<file path="src/design/spi_nor_flash_slave_unit_assert.svh">
// Assertion macros used by the flash slave controller.
// No dependencies.
`ifndef SPI_NOR_FLASH_SLAVE_UNIT_ASSERT_SVH
`define SPI_NOR_FLASH_SLAVE_UNIT_ASSERT_SVH
`define SNF_ASSERT_IMPL(lbl, a, c) \
    lbl: assert property (@(posedge clk) disable iff (!rst_n) (a) |-> (c)) \
        else $error("assertion failed");
`define SNF_ASSERT_NEXT(lbl, a, c) \
    lbl: assert property (@(posedge clk) disable iff (!rst_n) (a) |=> (c)) \
        else $error("assertion failed");
`endif

</file>
<file path="src/design/snf_pkg.sv">
// Package for the SPI NOR flash slave: sizes, opcodes, controller/datapath types.
// No dependencies.
package snf_pkg;
    localparam int FLASH_BYTES = 262144;
    localparam int PAGE_BYTES = 256;
    localparam int SECTOR_BYTES = 4096;
    localparam int BLOCK32_BYTES = 32768;
    localparam int BLOCK64_BYTES = 65536;
    localparam int COMMAND_LEN = 5;
    localparam int AW = $clog2(FLASH_BYTES);
    localparam int PW = $clog2(PAGE_BYTES);
    localparam int CW = $clog2(COMMAND_LEN + 1);

    localparam logic [7:0] MFR_ID = 8'hEF;
    localparam logic [7:0] DEV_ID = 8'h11;
    localparam logic [7:0] OP_WREN = 8'h06;
    localparam logic [7:0] OP_WRDI = 8'h04;
    localparam logic [7:0] OP_RDSR = 8'h05;
    localparam logic [7:0] OP_READ = 8'h03;
    localparam logic [7:0] OP_PP = 8'h02;
    localparam logic [7:0] OP_SE = 8'h20;
    localparam logic [7:0] OP_BE32 = 8'h52;
    localparam logic [7:0] OP_BE64 = 8'hD8;
    localparam logic [7:0] OP_CE = 8'hC7;
    localparam logic [7:0] OP_CE2 = 8'h60;
    localparam logic [7:0] OP_ID = 8'h90;
    localparam logic [7:0] OP_UID = 8'h4B;

    localparam logic [1:0] FN_BYTE = 2'd0;
    localparam logic [1:0] FN_ASSERT = 2'd1;
    localparam logic [1:0] FN_RELEASE = 2'd2;

    localparam logic [1:0] ERR_NONE = 2'd0;
    localparam logic [1:0] ERR_UNKNOWN = 2'd1;
    localparam logic [1:0] ERR_LONG = 2'd2;

    typedef enum logic [2:0] {
        DP_NONE,
        DP_READ,    // issue array read at cursor
        DP_FILL,    // write 0xFF at sweep address
        DP_LOADPG,  // read array for page buffer
        DP_PROG     // AND page into array
    } dp_op_t;

    typedef struct packed {
        dp_op_t      op;
        logic [AW:0] addr;   // extra bit marks past end
        logic [PW:0] pidx;
    } dp_cmd_t;

    typedef struct packed {
        logic [7:0] rdata;
    } dp_stat_t;
endpackage

</file>
<file path="src/design/snf_ctrl.sv">
// Command decoder and sequencer for the flash slave: handshake, phases, sweeps.
// Depends on snf_pkg and the assertion macro header.
`include "spi_nor_flash_slave_unit_assert.svh"
module snf_ctrl
    import snf_pkg::*;
(
    input  logic          clk,
    input  logic          rst_n,
    input  logic          cfg_we,
    input  logic [63:0]   cfg_data,
    input  logic          in_valid,
    output logic          in_ready,
    input  logic [1:0]    func,
    input  logic [7:0]    data_byte,
    output logic          out_valid,
    input  logic          out_ready,
    output logic [7:0]    reply_byte,
    output logic          reply_valid,
    output logic [1:0]    error_code,
    output dp_cmd_t       cmd,
    output logic          pb_we,
    output logic [PW-1:0] pb_waddr,
    output logic [7:0]    pb_wdata,
    input  dp_stat_t      stat
);
    typedef enum logic [2:0] {
        S_CLEAR, S_IDLE, S_RDWAIT, S_SWEEP, S_OUT
    } state_t;
    typedef enum logic [1:0] { PH_IDLE, PH_LOAD, PH_RUN } phase_t;

    state_t state_reg, state_next;
    phase_t phase_reg, phase_next;
    logic [63:0] uid_reg;
    logic [7:0] cb_reg [COMMAND_LEN];
    logic [7:0] cb_next [COMMAND_LEN];
    logic [CW-1:0] cnt_reg, cnt_next;
    logic [AW-1:0] cur_reg, cur_next;
    logic [7:0] last_reg, last_next;
    logic wel_reg, wel_next;
    logic [7:0] rb_reg, rb_next;
    logic rv_reg, rv_next;
    logic [1:0] err_reg, err_next;
    dp_op_t sop_reg, sop_next;
    logic [AW:0] sa_reg, sa_next;
    logic [AW:0] send_reg, send_next;
    logic [PW:0] si_reg, si_next;
    logic [23:0] addr_raw;
    logic [AW-1:0] addr_w;
    logic [7:0] op_c;
    logic [7:0] op_reg;
    logic [AW-1:0] base_pg;
    logic take;

    assign op_reg = cb_reg[0];
    assign in_ready = (state_reg == S_IDLE);
    assign take = in_valid && in_ready;
    assign out_valid = (state_reg == S_OUT);
    assign reply_byte = rb_reg;
    assign reply_valid = rv_reg;
    assign error_code = err_reg;
    assign addr_raw = {cb_next[1], cb_next[2], cb_next[3]};
    assign addr_w = addr_raw[AW-1:0];
    assign base_pg = {cur_reg[AW-1:PW], {PW{1'b0}}};

    always_ff @(posedge clk or negedge rst_n)
    begin
        if (!rst_n)
        begin
            uid_reg <= '0;
        end
        else if (cfg_we)
        begin
            uid_reg <= cfg_data;
        end
    end

    always_comb
    begin
        state_next = state_reg;
        phase_next = phase_reg;
        cb_next = cb_reg;
        cnt_next = cnt_reg;
        cur_next = cur_reg;
        last_next = last_reg;
        wel_next = wel_reg;
        rb_next = rb_reg;
        rv_next = rv_reg;
        err_next = err_reg;
        sop_next = sop_reg;
        sa_next = sa_reg;
        send_next = send_reg;
        si_next = si_reg;
        op_c = cb_reg[0];
        cmd = '{op: DP_NONE, addr: '0, pidx: '0};
        pb_we = 1'b0;
        pb_waddr = cur_reg[PW-1:0];
        pb_wdata = data_byte;
        case (state_reg)
            S_CLEAR:
            begin
                cmd = '{op: DP_FILL, addr: sa_reg, pidx: '0};
                sa_next = sa_reg + 1'b1;
                if (sa_reg + 1'b1 == send_reg)
                begin
                    state_next = S_IDLE;
                end
            end
            S_IDLE:
            begin
                if (take)
                begin
                    case (func)
                        FN_ASSERT:
                        begin
                            phase_next = PH_LOAD;
                            for (int i = 0; i < COMMAND_LEN; i++)
                            begin
                                cb_next[i] = '0;
                            end
                            cnt_next = '0;
                            last_next = '0;
                            cur_next = '0;
                        end
                        FN_RELEASE:
                        begin
                            phase_next = PH_IDLE;
                            if (phase_reg == PH_RUN)
                            begin
                                case (op_reg)
                                    OP_WREN: wel_next = 1'b1;
                                    OP_WRDI: wel_next = 1'b0;
                                    OP_PP, OP_CE, OP_CE2, OP_SE, OP_BE32, OP_BE64:
                                    begin
                                        if (wel_reg)
                                        begin
                                            wel_next = 1'b0;
                                            state_next = S_SWEEP;
                                            sop_next = DP_FILL;
                                            si_next = '0;
                                            case (op_reg)
                                                OP_PP:
                                                begin
                                                    sop_next = DP_PROG;
                                                    sa_next = {1'b0, base_pg};
                                                    send_next = {1'b0, base_pg}
                                                        + (AW+1)'(PAGE_BYTES);
                                                end
                                                OP_SE:
                                                begin
                                                    sa_next = {1'b0, cur_reg
                                                        & ~AW'(SECTOR_BYTES - 1)};
                                                    send_next = sa_next
                                                        + (AW+1)'(SECTOR_BYTES);
                                                end
                                                OP_BE32:
                                                begin
                                                    sa_next = {1'b0, cur_reg
                                                        & ~AW'(BLOCK32_BYTES - 1)};
                                                    send_next = sa_next
                                                        + (AW+1)'(BLOCK32_BYTES);
                                                end
                                                OP_BE64:
                                                begin
                                                    sa_next = {1'b0, cur_reg
                                                        & ~AW'(BLOCK64_BYTES - 1)};
                                                    send_next = sa_next
                                                        + (AW+1)'(BLOCK64_BYTES);
                                                end
                                                default:
                                                begin
                                                    sa_next = '0;
                                                    send_next = (AW+1)'(FLASH_BYTES);
                                                end
                                            endcase
                                            if (send_next > (AW+1)'(FLASH_BYTES))
                                            begin
                                                send_next = (AW+1)'(FLASH_BYTES);
                                            end
                                        end
                                    end
                                    default: ;
                                endcase
                            end
                        end
                        FN_BYTE:
                        begin
                            rb_next = last_reg;
                            rv_next = 1'b0;
                            err_next = ERR_NONE;
                            state_next = S_OUT;
                            case (phase_reg)
                                PH_LOAD:
                                begin
                                    if (cnt_reg >= CW'(COMMAND_LEN))
                                    begin
                                        err_next = ERR_LONG;
                                    end
                                    else
                                    begin
                                        cb_next[cnt_reg] = data_byte;
                                        cnt_next = cnt_reg + 1'b1;
                                        op_c = cb_next[0];
                                        case (op_c)
                                            OP_READ, OP_ID, OP_SE, OP_BE32, OP_BE64:
                                            begin
                                                if (cnt_next == CW'(4))
                                                begin
                                                    cur_next = addr_w;
                                                    phase_next = PH_RUN;
                                                end
                                            end
                                            OP_PP:
                                            begin
                                                if (cnt_next == CW'(4))
                                                begin
                                                    cur_next = addr_w;
                                                    phase_next = PH_RUN;
                                                    state_next = S_SWEEP;
                                                    sop_next = DP_LOADPG;
                                                    sa_next = {1'b0, addr_w[AW-1:PW],
                                                        {PW{1'b0}}};
                                                    send_next = sa_next
                                                        + (AW+1)'(PAGE_BYTES);
                                                    si_next = '0;
                                                end
                                            end
                                            OP_WREN, OP_WRDI, OP_RDSR, OP_CE, OP_CE2:
                                                phase_next = PH_RUN;
                                            OP_UID:
                                            begin
                                                if (cnt_next == CW'(5))
                                                begin
                                                    cur_next = AW'(8);
                                                    phase_next = PH_RUN;
                                                end
                                            end
                                            default: err_next = ERR_UNKNOWN;
                                        endcase
                                    end
                                end
                                PH_RUN:
                                begin
                                    case (op_reg)
                                        OP_ID:
                                        begin
                                            last_next = cur_reg[0] ? DEV_ID : MFR_ID;
                                            cur_next = cur_reg + 1'b1;
                                            rv_next = 1'b1;
                                            rb_next = last_next;
                                        end
                                        OP_READ:
                                        begin
                                            cmd = '{op: DP_READ, addr: {1'b0, cur_reg},
                                                pidx: '0};
                                            cur_next = cur_reg + 1'b1;
                                            rv_next = 1'b1;
                                            state_next = S_RDWAIT;
                                        end
                                        OP_RDSR:
                                        begin
                                            last_next = {6'd0, wel_reg, 1'b0};
                                            rv_next = 1'b1;
                                            rb_next = last_next;
                                        end
                                        OP_UID:
                                        begin
                                            if (cur_reg != '0 && cur_reg <= AW'(8))
                                            begin
                                                last_next = uid_reg[8*(cur_reg[3:0]-4'd1)
                                                    +: 8];
                                                cur_next = cur_reg - 1'b1;
                                                rv_next = 1'b1;
                                                rb_next = last_next;
                                            end
                                        end
                                        OP_PP:
                                        begin
                                            pb_we = 1'b1;
                                            cur_next = {cur_reg[AW-1:PW],
                                                cur_reg[PW-1:0] + 1'b1};
                                        end
                                        default: ;
                                    endcase
                                end
                                default:
                                begin
                                    rb_next = '0;
                                end
                            endcase
                        end
                        default: ;
                    endcase
                end
            end
            S_RDWAIT:
            begin
                state_next = S_OUT;
                rb_next = stat.rdata;
                last_next = stat.rdata;
            end
            S_SWEEP:
            begin
                cmd = '{op: sop_reg, addr: sa_reg, pidx: si_reg};
                sa_next = sa_reg + 1'b1;
                si_next = si_reg + 1'b1;
                if (sa_reg + 1'b1 == send_reg || (sop_reg != DP_FILL
                    && si_reg == (PW+1)'(PAGE_BYTES - 1)))
                begin
                    state_next = (sop_reg == DP_LOADPG) ? S_OUT : S_IDLE;
                end
                if (sop_reg == DP_LOADPG)
                begin
                    cmd.addr = sa_reg;
                    if (sa_reg >= (AW+1)'(FLASH_BYTES))
                    begin
                        cmd.addr = {1'b1, sa_reg[AW-1:0]};
                    end
                end
            end
            S_OUT:
            begin
                if (out_ready)
                begin
                    state_next = S_IDLE;
                end
            end
            default: state_next = S_IDLE;
        endcase
    end

    always_ff @(posedge clk or negedge rst_n)
    begin
        if (!rst_n)
        begin
            state_reg <= S_CLEAR;
            phase_reg <= PH_IDLE;
            for (int i = 0; i < COMMAND_LEN; i++)
            begin
                cb_reg[i] <= '0;
            end
            cnt_reg <= '0;
            cur_reg <= '0;
            last_reg <= '0;
            wel_reg <= 1'b0;
            rb_reg <= '0;
            rv_reg <= 1'b0;
            err_reg <= '0;
            sop_reg <= DP_NONE;
            sa_reg <= '0;
            send_reg <= (AW+1)'(FLASH_BYTES);
            si_reg <= '0;
        end
        else
        begin
            state_reg <= state_next;
            phase_reg <= phase_next;
            cb_reg <= cb_next;
            cnt_reg <= cnt_next;
            cur_reg <= cur_next;
            last_reg <= last_next;
            wel_reg <= wel_next;
            rb_reg <= rb_next;
            rv_reg <= rv_next;
            err_reg <= err_next;
            sop_reg <= sop_next;
            sa_reg <= sa_next;
            send_reg <= send_next;
            si_reg <= si_next;
        end
    end

    `SNF_ASSERT_IMPL(a_err_no_reply, out_valid && error_code != ERR_NONE, !reply_valid)
    `SNF_ASSERT_NEXT(a_rdwait_out, state_reg == S_RDWAIT, state_reg == S_OUT)
    `SNF_ASSERT_IMPL(a_cnt_bound, 1'b1, cnt_reg <= CW'(COMMAND_LEN))
endmodule

</file>
<file path="config.mk">
export PLATFORM = sky130hd
export DESIGN_NAME = snf_ctrl
export DESIGN_NICKNAME = d
export VERILOG_FILES = /design/src/design/snf_pkg.sv /design/src/design/snf_ctrl.sv
export VERILOG_INCLUDE_DIRS = /design/src /design/src/design
export SDC_FILE = /design/constraint.sdc
export NUM_CORES = 1
export LEC_CHECK = 0
export BUFFER_PORTS_ARGS = -buffer_cell sky130_fd_sc_hd__buf_4
export CAP_MARGIN = 25
export CORE_MARGIN = 2
export CORE_UTILIZATION = 40
export CTS_CLUSTER_SIZE = 28
export DETAILED_ROUTE_END_ITERATION = 16
export PLACE_DENSITY = 0.59
export SLEW_MARGIN = 15
export SYNTH_ARGS = -nofsm -noshare
export SYNTH_HDL_FRONTEND = slang
export SYNTH_SLANG_ARGS = --single-unit
</file>
<file path="constraint.sdc">
create_clock -name clk -period 10.4 [get_ports clk]
set_input_delay 0 -clock clk [delete_from_list [all_inputs] [get_ports clk]]
set_output_delay 0 -clock clk [all_outputs]
set_load 0.01 [all_outputs]
</file>
==> Word-level counts from Yosys, hierarchy flattened <==
Index checks and enable logic that the tools add are counted.
{ "op_classes": {"add_sub_neg": 12, "n_mul": 0, "div": 0, "magnitude_cmp": 6, "n_eq_ne": 72, "shifts": 1, "n_mux": 116, "bitwise": 1, "reduce_logical": 35} }
{ "op_table": {"columns": ["cell", "n"], "rows": [
  ["19-bit two-way mux", 24],
  ["29-bit two-way mux", 4],
  ["19-bit one-hot mux with 2 select lines", 3],
  ["18-bit one-hot mux with 2 select lines", 3],
  ["31-bit one-hot mux with 3 select lines", 1],
  ["40-bit two-way mux", 2],
  ["40-bit one-hot mux with 2 select lines", 1],
  ["19-bit one-hot mux with 4 select lines", 1],
  ["18-bit two-way mux", 4],
  ["9-bit two-way mux", 8],
  ["18-bit one-hot mux with 4 select lines", 1],
  ["3-bit two-way mux", 22],
  ["8-bit one-hot mux with 2 select lines", 4],
  ["64-bit by 33-bit indexed part select with 8-bit output", 1],
  ["8-bit two-way mux", 7],
  ["18-bit one-hot mux with 3 select lines", 1],
  ["26-bit two-way mux", 2],
  ["8-bit by 3-bit == test with 1-bit output (second input constant)", 6],
  ["8-bit by 7-bit == test with 1-bit output (second input constant)", 6],
  ["8-bit == test (second input constant)", 6],
  ["40-bit bitwise mux", 1],
  ["10-bit AND reduction", 4],
  ["18-bit by 9-bit adder with 19-bit output (second input constant)", 2],
  ["9-bit one-hot mux with 2 select lines", 2],
  ["60 further kinds", 127]
]} }
{ "word_totals": {"reg_bits": 200, "latchBits": 0, "ram_bits": 0, "mem_bits_ro": 0, "wordCells": 264, "memories": 0} }

==> Logic depth before layout (Yosys ltp) <==
Gate-level depths: netlist (run 1).
{ "logic_depth": {"word_depth": 18, "mapped_depth": 15, "depth_no_buf": 13} }

==> Least setup slack after synthesis (run 1) <==
Ideal clock, no wire load.
{ "synth_path": {"path_type": "reg-to-reg", "start": "register cb_reg (netlist bit op_reg[5])", "end": "register cur_reg[10]", "setup_ns": 0.132, "arrival_time_ns": 3.202, "path_slack_ns": 7.066, "stages_incl_launch_ff": 15, "n_path_buf": 1, "cell_sequence": "dfrtp_1 -> clkbuf_1 -> nor3_2 -> nand4_2 -> inv_1 -> ha_1 -> o21ai_0 -> a21oi_1 -> o21a_1 -> o41ai_1 -> o211ai_1 -> xnor2_1 -> nor3_1 -> a311oi_1 -> a21oi_1"} }
{ "synth_via": {"elab_chain_cells": 7, "word_cells_on_any_way": 26, "cone_classes": "17 x eq/ne; 6 x mux; 3 x reduce/logical"} }
{ "synth_lines": {"columns": ["item", "line", "rtl"], "rows": [
  ["start, declared", "snf_ctrl.sv:34", "logic [7:0] cb_reg [COMMAND_LEN];"],
  ["start signal, assigned", "snf_ctrl.sv:357", "cb_reg <= cb_next;"],
  ["40-bit bitwise mux", "snf_ctrl.sv:200", "cb_next[cnt_reg] = data_byte;"],
  ["8-bit by 2-bit == test with 1-bit output (tied with other cells)", "snf_ctrl.sv:203", "case (op_c)"],
  ["6-bit OR reduction (no source line)", null, null],
  ["18-bit one-hot mux with 2 select lines", "snf_ctrl.sv:203", null],
  ["18-bit two-way mux", "snf_ctrl.sv:194", "if (cnt_reg >= CW'(COMMAND_LEN))"],
  ["18-bit one-hot mux with 2 select lines", "snf_ctrl.sv:191", "case (phase_reg)"],
  ["18-bit one-hot mux with 2 select lines", "snf_ctrl.sv:112", "case (func)"],
  ["end signal, assigned", "snf_ctrl.sv:359", "cur_reg <= cur_next;"],
  ["end, declared", "snf_ctrl.sv:37", "logic [AW-1:0] cur_reg, cur_next;"]
]} }
Several ways; a longest one is shown, not always the timed one. The select of a mux whose other input is x is not followed.
A chain may end at the register's enable or synchronous reset.

==> Final worst setup path (run 1) <==
{ "layout_path": {"start": "register cb_reg (netlist bit op_reg[4])", "end": "register cur_reg[10]"} }
Same word-level chain as after synthesis.

==> results of run 1 <==
[Yosys cell counts, drive strengths merged (7+ instances only)]
cell,number,share of area
a211oi,7,0.0048
a21o,10,0.0062
a21oi,99,0.041
a22o,39,0.028
a22oi,8,0.0050
a31oi,17,0.0088
and2,23,0.012
and3,21,0.011
and4,7,0.0051
buf,51,0.025
clkbuf,55,0.017
dfrtp,177,0.37
ha,38,0.039
inv,33,0.010
mux2,80,0.075
mux4,16,0.030
nand2,138,0.043
nand2b,19,0.0099
nand3,47,0.020
nand3b,7,0.0050
nand4,17,0.0093
nor2,87,0.028
nor2b,8,0.0042
nor3,33,0.015
nor4,11,0.0082
nor4b,7,0.0051
o211ai,9,0.0056
o21ai,83,0.035
o22ai,11,0.0057
o31ai,16,0.011
or3,8,0.0042
xnor2,35,0.025
xor2,15,0.011
[final cells by class]
cell class	count	area [µm²]
timing repair buffer	245	2110
multi-input combinational	1002	6980
clock buffer	17	425
inverter	34	128
sequential	178	4460
fill	2769	14900
tap	390	488
clock inverter	15	164
[kinds of logic (layout without fill, tap and decap cells)]
kind of cell | count (synthesis) | in the layout | share of synthesized area
and+or+nand+nor | 453 | 453 | 0.195
AOI/OAI and AO/OA | 359 | 359 | 0.197
DFF | 178 | 178 | 0.370
buffers and inverters | 140 | 311 | 0.0530
muxes | 101 | 101 | 0.109
xor gates and xnor gates | 50 | 50 | 0.0363
adders and majority gates | 39 | 39 | 0.0411
[power by group]
part | total [mW] | internal [mW] | switching (mW)
clock | 0.668 | 0.342 | 0.326
combinational | 1.58 | 0.674 | 0.910
sequential | 1.07 | 0.848 | 0.227
total | 3.33 | 1.86 | 1.46
[path summary, 6_finish.rpt]
path	startpoint	to	slack, ns	depth (start not counted)
hold / removal	rst_n	si_reg[1]$_DFFE_PN0P_	0.01	2
hold reg to reg	si_reg[8]$_DFFE_PN0P_	si_reg[8]$_DFFE_PN0P_	0.49	2
setup reg to reg	op_reg[4]$_DFFE_PN0P_	cur_reg[10]$_DFFE_PN0P_	6.29	13
setup / recovery	op_reg[4]$_DFFE_PN0P_	cur_reg[10]$_DFFE_PN0P_	6.29	13
max in group asynchronous	rst_n	last_reg[2]$_DFFE_PN0P_	9.35	4
min in group clk	in_valid	reply_valid$_DFFE_PN0P_	0.08	3
[routing by layer]
layer | share of wire | global-route usage | vias to the layer above
met5 | 0 | 0 | -
met4 | 0.017 | 0.0632 | 0
met3 | 0.065 | 0.0452 | 42
met2 | 0.48 | 0.399 | 429
met1 | 0.44 | 0.321 | 5360
li1 | - | - | 5167
==> results list, run 1 <==
- The flow ran to the end, and the final reports show no timing, DRC or antenna violations.
- The Yosys step of the flow raised 0 warnings.
- Measured on the finished design, the core utilization comes to 0.498.
- At the end of the flow, the number of nets in the layout was 1604.
* Final WL: 37700 µm
* Layout-stage area growth over the synthesis result: 22.4%
* Die outline height: 178 µm
* Detail-routed net length per standard cell: 20.0 µm
* Top-level port count: 148
- Number of non-filler instances in the completed layout: 1881
- Post-synthesis sequential area ratio: 0.370
- In this run the worst path has a maximum fanout of 18.
* Placed Cells incl. Taps: 1762
* Total die area: 0.0315 mm²
- LEAKAGE: 6.27 nW
- Of the cells placed in the final design, the portion with a size suffix greater than 1 is 0.216.
- From left edge to right edge, the die measures 178 µm.
- Standard-cell row count: 63
* Most frequent cells in the layout: sky130_fd_sc_hd__dfrtp_1, sky130_fd_sc_hd__buf_4, sky130_fd_sc_hd__nand2_1
- The count of final hold-check violations came to 0.
- Synthesis produced a netlist with a net count of 1446.
- The first TritonRoute pass finished after 5 iterations.
- VDD sags by at most 122 µV.
* Delay contributed by the slowest stage of the critical path: 0.59 ns
* Number of buffers inserted by post-CTS setup repair: 0
* Ys async rst share: 1.00
* Pwr Density: 226 mW/mm²
* Cell area after synthesis: 0.0121 mm²
- Pin count of the biggest net entering global routing: 104
- CTS Hold Buffers Added: 84
* Number of max-slew violations in the final report: 0
- CTS-repair resized insts: 0
* Post-detail-place hpwl: 26000 µm
- Number of antenna violations at the first check in global routing: 0
- Timing would allow up to 243 MHz.
* Insertion delay to the later sink of the worst-skew pair: 0.45 ns
- Fin crit period: 4.11 ns
- The first routing iteration left 810 violations.
- Routability-driven placement finished with a final weighted congestion of 0.920.
- Synthesized netlist cell count: 1320
- Once placement finished, the instance area stood at 0.0132 mm².
- CP max stage cell: sky130_fd_sc_hd__inv_1
- Max-cap viol count: 0
- Most prevalent standard cell on the critical path: sky130_fd_sc_hd__a21oi_1
- For this run, design rule violations remaining after detail routing come to 0.
- Average vias per placed instance: 5.85
* Chain of cells forming the critical path: nor3_2, nand4_2, inv_1, ha_1, o21ai_0, a21oi_1, o21a_1, o41ai_1, o211ai_1, xnor2_1, nor3_1, a311oi_1, a21oi_1
* TritonCTS Buffers: 17
* Hold WS: 0.0123 ns
* Number of I/O port buffers: 147
- Critical path buffer and inverter count: 1
- The clock passes through at most 2 buffers.
- Counting flops with a built-in enable in the synthesized netlist gives 0.
- Setup repair after global routing missed its margin: false
* Arrival time reported for the critical path endpoint: 4.42 ns
- Clock tree from TritonCTS: built
- The cell family contributing the most delay on the critical path is compound AO/OA/AOI/OAI gates.
- The path class of the tightest hold or removal check is primary input to async pin.
- Post-route ant nets: 0
- On the final layout, the worst clock skew is 0.0161 ns.
- Effective utilization at floorplan: 0.407
- Headroom to the max-slew limit came out at 0.374.
* Most common cell after layout, fill and taps aside: sky130_fd_sc_hd__dfrtp_1
* Vias in the first global route: 10508
- Overall overflow remaining after global route: 0
- Setup WS pre-CTS: 6.38 ns
- Worst Max-Slew Pin Slew: 0.935 ns
- The H-tree generated during clock tree synthesis spans 4 levels.
* Data required time at the worst endpoint: 10.70 ns
* Final period util: 0.396
- CTS placed an instance of sky130_fd_sc_hd__clkbuf_16 at the clock tree root.
- After routing the design area is 0.0148 mm².
- Number of distinct library cells after synthesis: 88
* Count of vias placed by the detailed router: 10998
- Final-layout setup total negative slack: 0 ns
- In the synthesized netlist the dominant register cell turns out to be sky130_fd_sc_hd__dfrtp_1.
* Average size of a mapped cell: 9.13 µm²
* Path type of the worst setup path: flop to flop
- Setup violation total in the final timing report: 0
* Total number of clock tree sinks: 178
* Post-layout total power: 3.33 mW
- GRT Total Usage: 0.240
* Clock edge transition at the registers on the reported setup and hold paths: 0.08 ns
- Setup slack of the critical path after layout: 6.29 ns
* Number of flip-flops under the largest register name: 64
- Std-Cell Core Area: 0.0296 mm²
* Flop and latch count out of synthesis: 178
- CP endpoint kind: flop
* Diodes inserted: 0
- The first global-routing pass estimated 59200 µm of wire.
- Critical Path Source Type: flop
Power figures use the tool's default switching activity.
==> inputs of run 2 (changes only) <==
==> constraint.sdc (replaced) <==
create_clock -name clk -period 4 [get_ports clk]
set_input_delay 0 -clock clk [delete_from_list [all_inputs] [get_ports clk]]
set_output_delay 0 -clock clk [all_outputs]
set_load 0.01 [all_outputs]
==> results list, run 2 (synthesized netlist as in run 1, its figures left out) <==
- The die extent in x is 178 µm (unchanged).
- The number of DRC markers after the initial detailed-route iteration was 834 (was 810).
- Clock tree from TritonCTS: built (unchanged)
- VDD IR max: 312 µV (was 122 µV)
* Worst Max-Slew Pin Slew: 0.984 ns (was 0.935 ns)
- Path type of the worst setup path: flop to flop (unchanged)
- GRT Total Usage: 0.245 (was 0.240)
- Wire length of the first global-routing pass: 60700 µm (was 59200 µm)
- Total die area: 0.0315 mm² (unchanged)
- Std-Cell Core Area: 0.0296 mm² (unchanged)
- The total CTS buffers is 17 (unchanged).
- The pin count of the biggest net entering global routing was 84 (was 104).
- The first-pass detailed-route iteration total was 5 (unchanged).
- Effective utilization at floorplan: 0.407 (unchanged)
- LEAKAGE: 6.32 nW (was 6.27 nW)
- Highest clock rate: 283 MHz (was 243 MHz)
* Fin crit period: 3.53 ns (was 4.11 ns)
- Setup slack of the critical path after layout: 0.471 ns (was 6.29 ns)
- Data required time at the worst endpoint: 4.33 ns (was 10.70 ns)
- The area overhead of the layout relative to synthesis is 22.9% (was 22.4%).
* Routability Congestion: 0.918 (was 0.920)
* Average vias per placed instance: 5.74 (was 5.85)
- The power per standard cell area was 581 mW/mm² (was 226 mW/mm²).
- Most frequent cells in the layout: sky130_fd_sc_hd__dfrtp_1, sky130_fd_sc_hd__buf_4, sky130_fd_sc_hd__nand2_1 (unchanged)
- Post-route ant nets: 0 (unchanged)
- Setup repair after global routing missed its margin: false (unchanged)
* Final WL: 37800 µm (was 37700 µm)
- The most common library cell in the layout ignoring fill and taps is sky130_fd_sc_hd__dfrtp_1 (unchanged).
* Count of vias placed by the detailed router: 10881 (was 10998)
- DRC violations left: 0 (unchanged)
- The max-capacitance violation count was 0 (unchanged).
- Total number of clock tree sinks: 178 (unchanged)
- The post-route core utilization was 0.500 (was 0.498).
- CP endpoint kind: flop (unchanged)
* Number of max-slew violations in the final report: 0 (unchanged)
- Vias in the first global route: 10774 (was 10508)
- The number of standard-cell rows in the floorplan was 63 (unchanged).
* Crit path max fanout: 13 (was 18)
* Fraction of layout cells with a size suffix above 1: 0.224 (was 0.216)
* Detail-routed net length per standard cell: 20.0 µm (about the same)
- Max_slew headroom: 0.342 (was 0.374)
* Overall overflow remaining after global route: 0 (unchanged)
- Number of I/O port buffers: 147 (unchanged)
- Number of antenna violations at the first check in global routing: 0 (unchanged)
- The register clock-pin slew on the reported worst setup and hold paths is 0.08 ns (about the same).
* Arrival time reported for the critical path endpoint: 3.86 ns (was 4.42 ns)
* Setup WS pre-CTS: 0.526 ns (was 6.38 ns)
- The final critical-path share of the clock period came to 0.882 (was 0.396).
- Insertion delay to the later sink of the worst-skew pair: 0.45 ns (about the same)
- Final-layout setup total negative slack: 0 ns (unchanged)
- The count of final hold-check violations was 0 (unchanged).
- Number of flip-flops under the largest register name: 64 (unchanged)
* Die outline height: 178 µm (unchanged)
* Post-layout total power: 8.61 mW (was 3.33 mW)
* Top-level port count: 148 (unchanged)
- Hold Path Class: primary input to flop (was primary input to async pin)
- Root buffer selected by CTS: sky130_fd_sc_hd__clkbuf_16 (unchanged)
- The setup skew after layout came to 0.0112 ns (was 0.0161 ns).
* Fin nets: 1619 (was 1604)
- The number of failing setup endpoints in the final timing report came to 0 (unchanged).
- The number of H-tree branching levels was 4 (unchanged).
* Post-detail-place hpwl: 26800 µm (was 26000 µm)
* CTS-repair resized insts: 0 (unchanged)
- Result of the run: complete, no violations (unchanged).
- The antenna cell count was 0 (unchanged).
- Clock tree buffer depth: 2 (unchanged)
- The startpoint class of the critical path is a flop (unchanged).
run 2: cell types whose count changed in the layout (fill, tap and decap cells not counted):
cell                         previous run  this run
sky130_fd_sc_hd__clkinv_8               1         4
sky130_fd_sc_hd__clkinvlp_4             2         3
sky130_fd_sc_hd__bufinv_16              1         0
sky130_fd_sc_hd__buf_12                 0         1
sky130_fd_sc_hd__clkinv_4               2         1
sky130_fd_sc_hd__inv_8                  4         3
sky130_fd_sc_hd__clkinv_2               1         0
sky130_fd_sc_hd__buf_16                 3         0
sky130_fd_sc_hd__buf_4                157       174
run 2: routing by layer:
layer / vias up / wire length, µm / share of wire / track usage
met3: 48 / 1890 / 0.050 / 0.0411
met4: 0 / 786 / 0.021 / 0.0700
li1: 5200 / - / - / -
met2: 320 / 18000 / 0.48 / 0.404
met1: 5313 / 17100 / 0.45 / 0.332
met5: - / 0 / 0 / 0
run 2: timing repair:
action,CTS,global route
setup buffers,0,0
hold buffers,84,0
endpoints found under the hold margin,182,0
run 2: power by group:
group / internal (mW) / leakage [nW] / switching, mW
clock: 0.837 / 0.278 / 0.847
sequential: 2.20 / 2.24 / 0.578
combinational: 1.78 / 3.80 / 2.37
total: 4.82 / 6.32 / 3.79
run 2: final timing paths:
path	start	endpoint	slack, ns	depth (start not counted)
max	op_reg[4]$_DFFE_PN0P_	cur_reg[17]$_DFFE_PN0P_	0.47	14
min	in_valid	reply_valid$_DFFE_PN0P_	0.08	3
max reg2reg	op_reg[4]$_DFFE_PN0P_	cur_reg[17]$_DFFE_PN0P_	0.47	14
min reg2reg	si_reg[8]$_DFFE_PN0P_	si_reg[8]$_DFFE_PN0P_	0.48	2
max in group asynchronous	rst_n	send_reg[18]$_DFFE_PN1P_	2.75	3
min in group asynchronous	rst_n	si_reg[1]$_DFFE_PN0P_	0.17	2
run 2: final cells by class:
cell class / instances / area [µm²]
Fill cell: 2753 / 14800
Inverter: 34 / 128
Clock inverter: 15 / 165
Timing Repair Buffer: 260 / 2180
Clock buffer: 17 / 425
Multi-Input combinational cell: 1002 / 6980
Sequential cell: 178 / 4460
Tap cell: 390 / 488
run 2: critical path, cell delays in order, from the launching register on:
cell	delay (ns)
sky130_fd_sc_hd__dfrtp_1	0.54
sky130_fd_sc_hd__nor3_2	0.44
sky130_fd_sc_hd__nand4_2	0.17
sky130_fd_sc_hd__inv_1	0.21
sky130_fd_sc_hd__buf_4	0.24
sky130_fd_sc_hd__ha_1	0.34
sky130_fd_sc_hd__a21o_1	0.21
sky130_fd_sc_hd__a21oi_1	0.17
sky130_fd_sc_hd__nand2b_1	0.12
sky130_fd_sc_hd__o211ai_1	0.15
sky130_fd_sc_hd__a31oi_1	0.27
sky130_fd_sc_hd__a21oi_1	0.12
sky130_fd_sc_hd__xnor2_1	0.15
sky130_fd_sc_hd__nor4_1	0.19
sky130_fd_sc_hd__a211oi_1	0.08
run 2: through the flow:
stage	area, µm²	hold WS [ns]	instances
4_1_cts	14800	0.0415	1896
3_3_place_gp	13400	0.122	1780
6_report	14800	0.0762	1896
2_1_floorplan	12100	-0.296	1320
3_5_place_dp	13400	0.129	1780
5_1_grt	14800	0.0764	1896
==> inputs of run 3 (changes only) <==
--- a/config.mk
+++ b/config.mk
@@ -9,10 +9,11 @@
 export BUFFER_PORTS_ARGS = -buffer_cell sky130_fd_sc_hd__buf_4
 export CAP_MARGIN = 25
 export CORE_MARGIN = 2
-export CORE_UTILIZATION = 40
+export CORE_UTILIZATION = 30
 export CTS_CLUSTER_SIZE = 28
 export DETAILED_ROUTE_END_ITERATION = 16
-export PLACE_DENSITY = 0.59
+export PLACE_DENSITY = 0.47
+export RECOVER_POWER = 25
 export SLEW_MARGIN = 15
 export SYNTH_ARGS = -nofsm -noshare
 export SYNTH_HDL_FRONTEND = slang
==> results list, run 3 (synthesized netlist as in run 1, its figures left out) <==
- The power per standard cell area was 584 mW/mm² (was 581 mW/mm²).
* Clock tree from TritonCTS: built (unchanged)
* Clock tree buffer depth: 2 (unchanged)
- Width of the die: 204 µm (was 178 µm)
* Std-Cell Core Area: 0.0397 mm² (was 0.0296 mm²)
* Max-cap viol count: 2 (was 0)
- Number of antenna violations at the first check in global routing: 0 (unchanged)
- The startpoint of the worst register-to-register path was op_reg[4]$_DFFE_PN0P_ (unchanged).
* Setup WS pre-CTS: 0.527 ns (was 0.526 ns)
- Arrival time reported for the critical path endpoint: 3.86 ns (about the same)
* Most common cell after layout, fill and taps aside: sky130_fd_sc_hd__dfrtp_1 (unchanged)
- The final critical path time including I/O delays and setup is 3.52 ns (was 3.53 ns).
- The port buffer count is 147 (unchanged).
- Result of the run: finished, violations left (was complete, no violations).
* Total number of clock tree sinks: 178 (unchanged)
- The leakage power figure came to 6.31 nW (was 6.32 nW).
* GRT Total Usage: 0.193 (was 0.245)
- CTS-repair resized insts: 0 (unchanged)
- The number of pins with negative max-slew slack in the final report was 170 (was 0).
- Top-level port count: 148 (unchanged)
* Standard-cell row count: 73 (was 63)
- Fin nets: 1621 (was 1619)
- Standard cell area after detailed placement: 0.0136 mm² (was 0.0134 mm²)
- TritonCTS Buffers: 17 (unchanged)
* Post-detail-place hpwl: 28700 µm (was 26800 µm)
- The starting density of the core was 0.303 (was 0.407).
* Crit path max fanout: 13 (unchanged)
- Post-layout total power: 8.76 mW (was 8.61 mW)
- Clock edge transition at the registers on the reported setup and hold paths: 0.08 ns (about the same)
* Worst Max-Slew Pin Slew: 3.49 ns (was 0.984 ns)
- Fraction of layout cells with a size suffix above 1: 0.218 (was 0.224)
- The final worst setup slack is 0.483 ns (was 0.471 ns).
- VDD IR max: 355 µV (was 312 µV)
- Routability Congestion: 0.898 (was 0.918)
- Number of flip-flops under the largest register name: 64 (unchanged)
- The routed length per placed instance is 19.6 µm (was 20.0 µm).
- The path type of the worst min-delay path was primary input to flop (unchanged).
- The startpoint class of the critical path is a flop (unchanged).
* Failing checks: max-capacitance violations, max-slew violations
- The max-slew headroom at the worst pin was -1.33 (was 0.342).
* Maximum clock skew at final layout: 0.0113 ns (was 0.0112 ns)
- The antenna cell count was 0 (unchanged).
* Data required time at the worst endpoint: 4.34 ns (was 4.33 ns)
* Die outline height: 204 µm (was 178 µm)
* Path type of the worst setup path: flop to flop (unchanged)
- The count of final hold-check violations came to 0 (unchanged).
- The end point of the most critical hold path is reply_valid$_DFFE_PN0P_ (unchanged).
- The instance count along the most critical hold path came to 3 (unchanged).
- Vias in the first global route: 10695 (was 10774)
- The length in cells of the worst reg-to-reg path was 14 (unchanged).
- CTS H-Tree Depth: 4 (unchanged)
- The maximum operating frequency is 284 MHz (was 283 MHz).
- Wire length of the first global-routing pass: 62300 µm (was 60700 µm)
* Post-route ant nets: 0 (unchanged)
- The number of DRC violations after detailed routing is 0 (unchanged).
- Number of detailed-route iterations in the first pass: 6 (was 5)
- The final critical-path share of the clock period was 0.879 (was 0.882).
- The via density per instance was 5.31 (was 5.74).
* Start point of the worst min-delay path: in_valid (unchanged)
- Setup repair after global routing missed its margin: false (unchanged).
- Insertion delay to the later sink of the worst-skew pair: 0.46 ns (was 0.45 ns)
- The area of all placed cells without fillers came to 0.0150 mm² (was 0.0148 mm²).
- CP endpoint kind: flop (unchanged)
- Detailed router's first-iteration violation count: 815 (was 834)
- The number of placed instances, taps included came to 1916 (was 1780).
- Most frequent cells in the layout: sky130_fd_sc_hd__dfrtp_1, sky130_fd_sc_hd__buf_4, sky130_fd_sc_hd__nand2_1 (unchanged).
* Setup violation total in the final timing report: 0 (unchanged)
* Number of non-filler instances in the completed layout: 2033 (was 1896)
- Worst setup slack for register-to-register paths: 0.48 ns (was 0.47 ns)
- The worst reg2reg path endpoint was cur_reg[7]$_DFFE_PN0P_ (was cur_reg[17]$_DFFE_PN0P_).
- Overall overflow remaining after global route: 0 (unchanged)
- The area overhead of the layout relative to synthesis was 24.4% (was 22.9%).
* Root buffer selected by CTS: sky130_fd_sc_hd__clkbuf_16 (unchanged)
- Final-layout setup total negative slack: 0 ns (unchanged)
* Count of vias placed by the detailed router: 10789 (was 10881)
- Pin count of the biggest net entering global routing: 106 (was 84)
- Total die area: 0.0418 mm² (was 0.0315 mm²)
* Final WL: 39900 µm (was 37800 µm)
[run 3: cell types whose count changed in the layout (fill, tap and decap cells not counted)]
cell / delta
sky130_fd_sc_hd__clkbuf_1: +9
sky130_fd_sc_hd__buf_6: -1
sky130_fd_sc_hd__bufinv_16: +1
sky130_fd_sc_hd__buf_4: -8
sky130_fd_sc_hd__clkinvlp_4: -2
sky130_fd_sc_hd__inv_8: +1
sky130_fd_sc_hd__dlygate4sd3_1: +1
sky130_fd_sc_hd__clkbuf_2: +1
[run 3: timing repair]
action                    4_1_cts  5_1_grt
buffers inserted                0        0
hold buffers                   85        0
hold endpoints to repair      203        0
[run 3: layer usage]
layer | part of all wire | global-route usage | up-vias
met5 | 0 | 0 | -
met4 | 0.021 | 0.0585 | 0
met3 | 0.048 | 0.0348 | 48
met2 | 0.47 | 0.316 | 297
met1 | 0.46 | 0.259 | 5248
li1 | - | - | 5196
[run 3: worst max-delay path by stage]
stage,start,end,slack (ns),cells past startpoint
finish,op_reg[4]$_DFFE_PN0P_,cur_reg[7]$_DFFE_PN0P_,0.48,14
global route,op_reg[4]$_DFFE_PN0P_,cur_reg[9]$_DFFE_PN0P_,0.17,13
floorplan,op_reg[5]$_DFFE_PN0P_,cur_reg[10]$_DFFE_PN0P_,0.67,14
CTS,op_reg[4]$_DFFE_PN0P_,cur_reg[10]$_DFFE_PN0P_,0.52,13
global placement,op_reg[4]$_DFFE_PN0P_,cur_reg[10]$_DFFE_PN0P_,0.56,13
detailed placement,op_reg[4]$_DFFE_PN0P_,cur_reg[7]$_DFFE_PN0P_,0.53,14
[run 3: cell type report]
| cell class | count | area, µm² |
|---|---|---|
| fill | 4011 | 24700 |
| multi-input combinational | 1002 | 6980 |
| sequential | 178 | 4460 |
| timing repair buffer | 262 | 2160 |
| tap | 525 | 657 |
| clock buffer | 17 | 425 |
| clock inverter | 15 | 191 |
| inverter | 34 | 128 |
[run 3: where the power goes]
part	internal [mW]	switching, mW	leakage [nW]	total [mW]
sequential	2.20	0.583	2.24	2.79
clock	0.905	0.878	0.298	1.78
combinational	1.79	2.40	3.77	4.19
total	4.90	3.86	6.31	8.76
[run 3: stage by stage]
step	utilization	hold slack, ns
finish	0.377	0.0138
global route	0.377	0.0546
CTS	0.378	0.00592
detailed placement	0.341	0.205
global placement	0.341	0.202
floorplan	-	-0.296
[run 3: worst max-delay path, cell delays in order (launching register included)]
cell,delay (ns)
sky130_fd_sc_hd__dfrtp_1,0.53
sky130_fd_sc_hd__nor3_2,0.41
sky130_fd_sc_hd__nand4_2,0.17
sky130_fd_sc_hd__inv_1,0.24
sky130_fd_sc_hd__buf_4,0.25
sky130_fd_sc_hd__ha_1,0.25
sky130_fd_sc_hd__a21o_1,0.19
sky130_fd_sc_hd__and4_1,0.22
sky130_fd_sc_hd__o21ai_0,0.33
sky130_fd_sc_hd__nand2b_1,0.10
sky130_fd_sc_hd__a21oi_1,0.18
sky130_fd_sc_hd__xnor2_1,0.08
sky130_fd_sc_hd__a21oi_1,0.14
sky130_fd_sc_hd__a21oi_1,0.07
sky130_fd_sc_hd__mux2_2,0.26
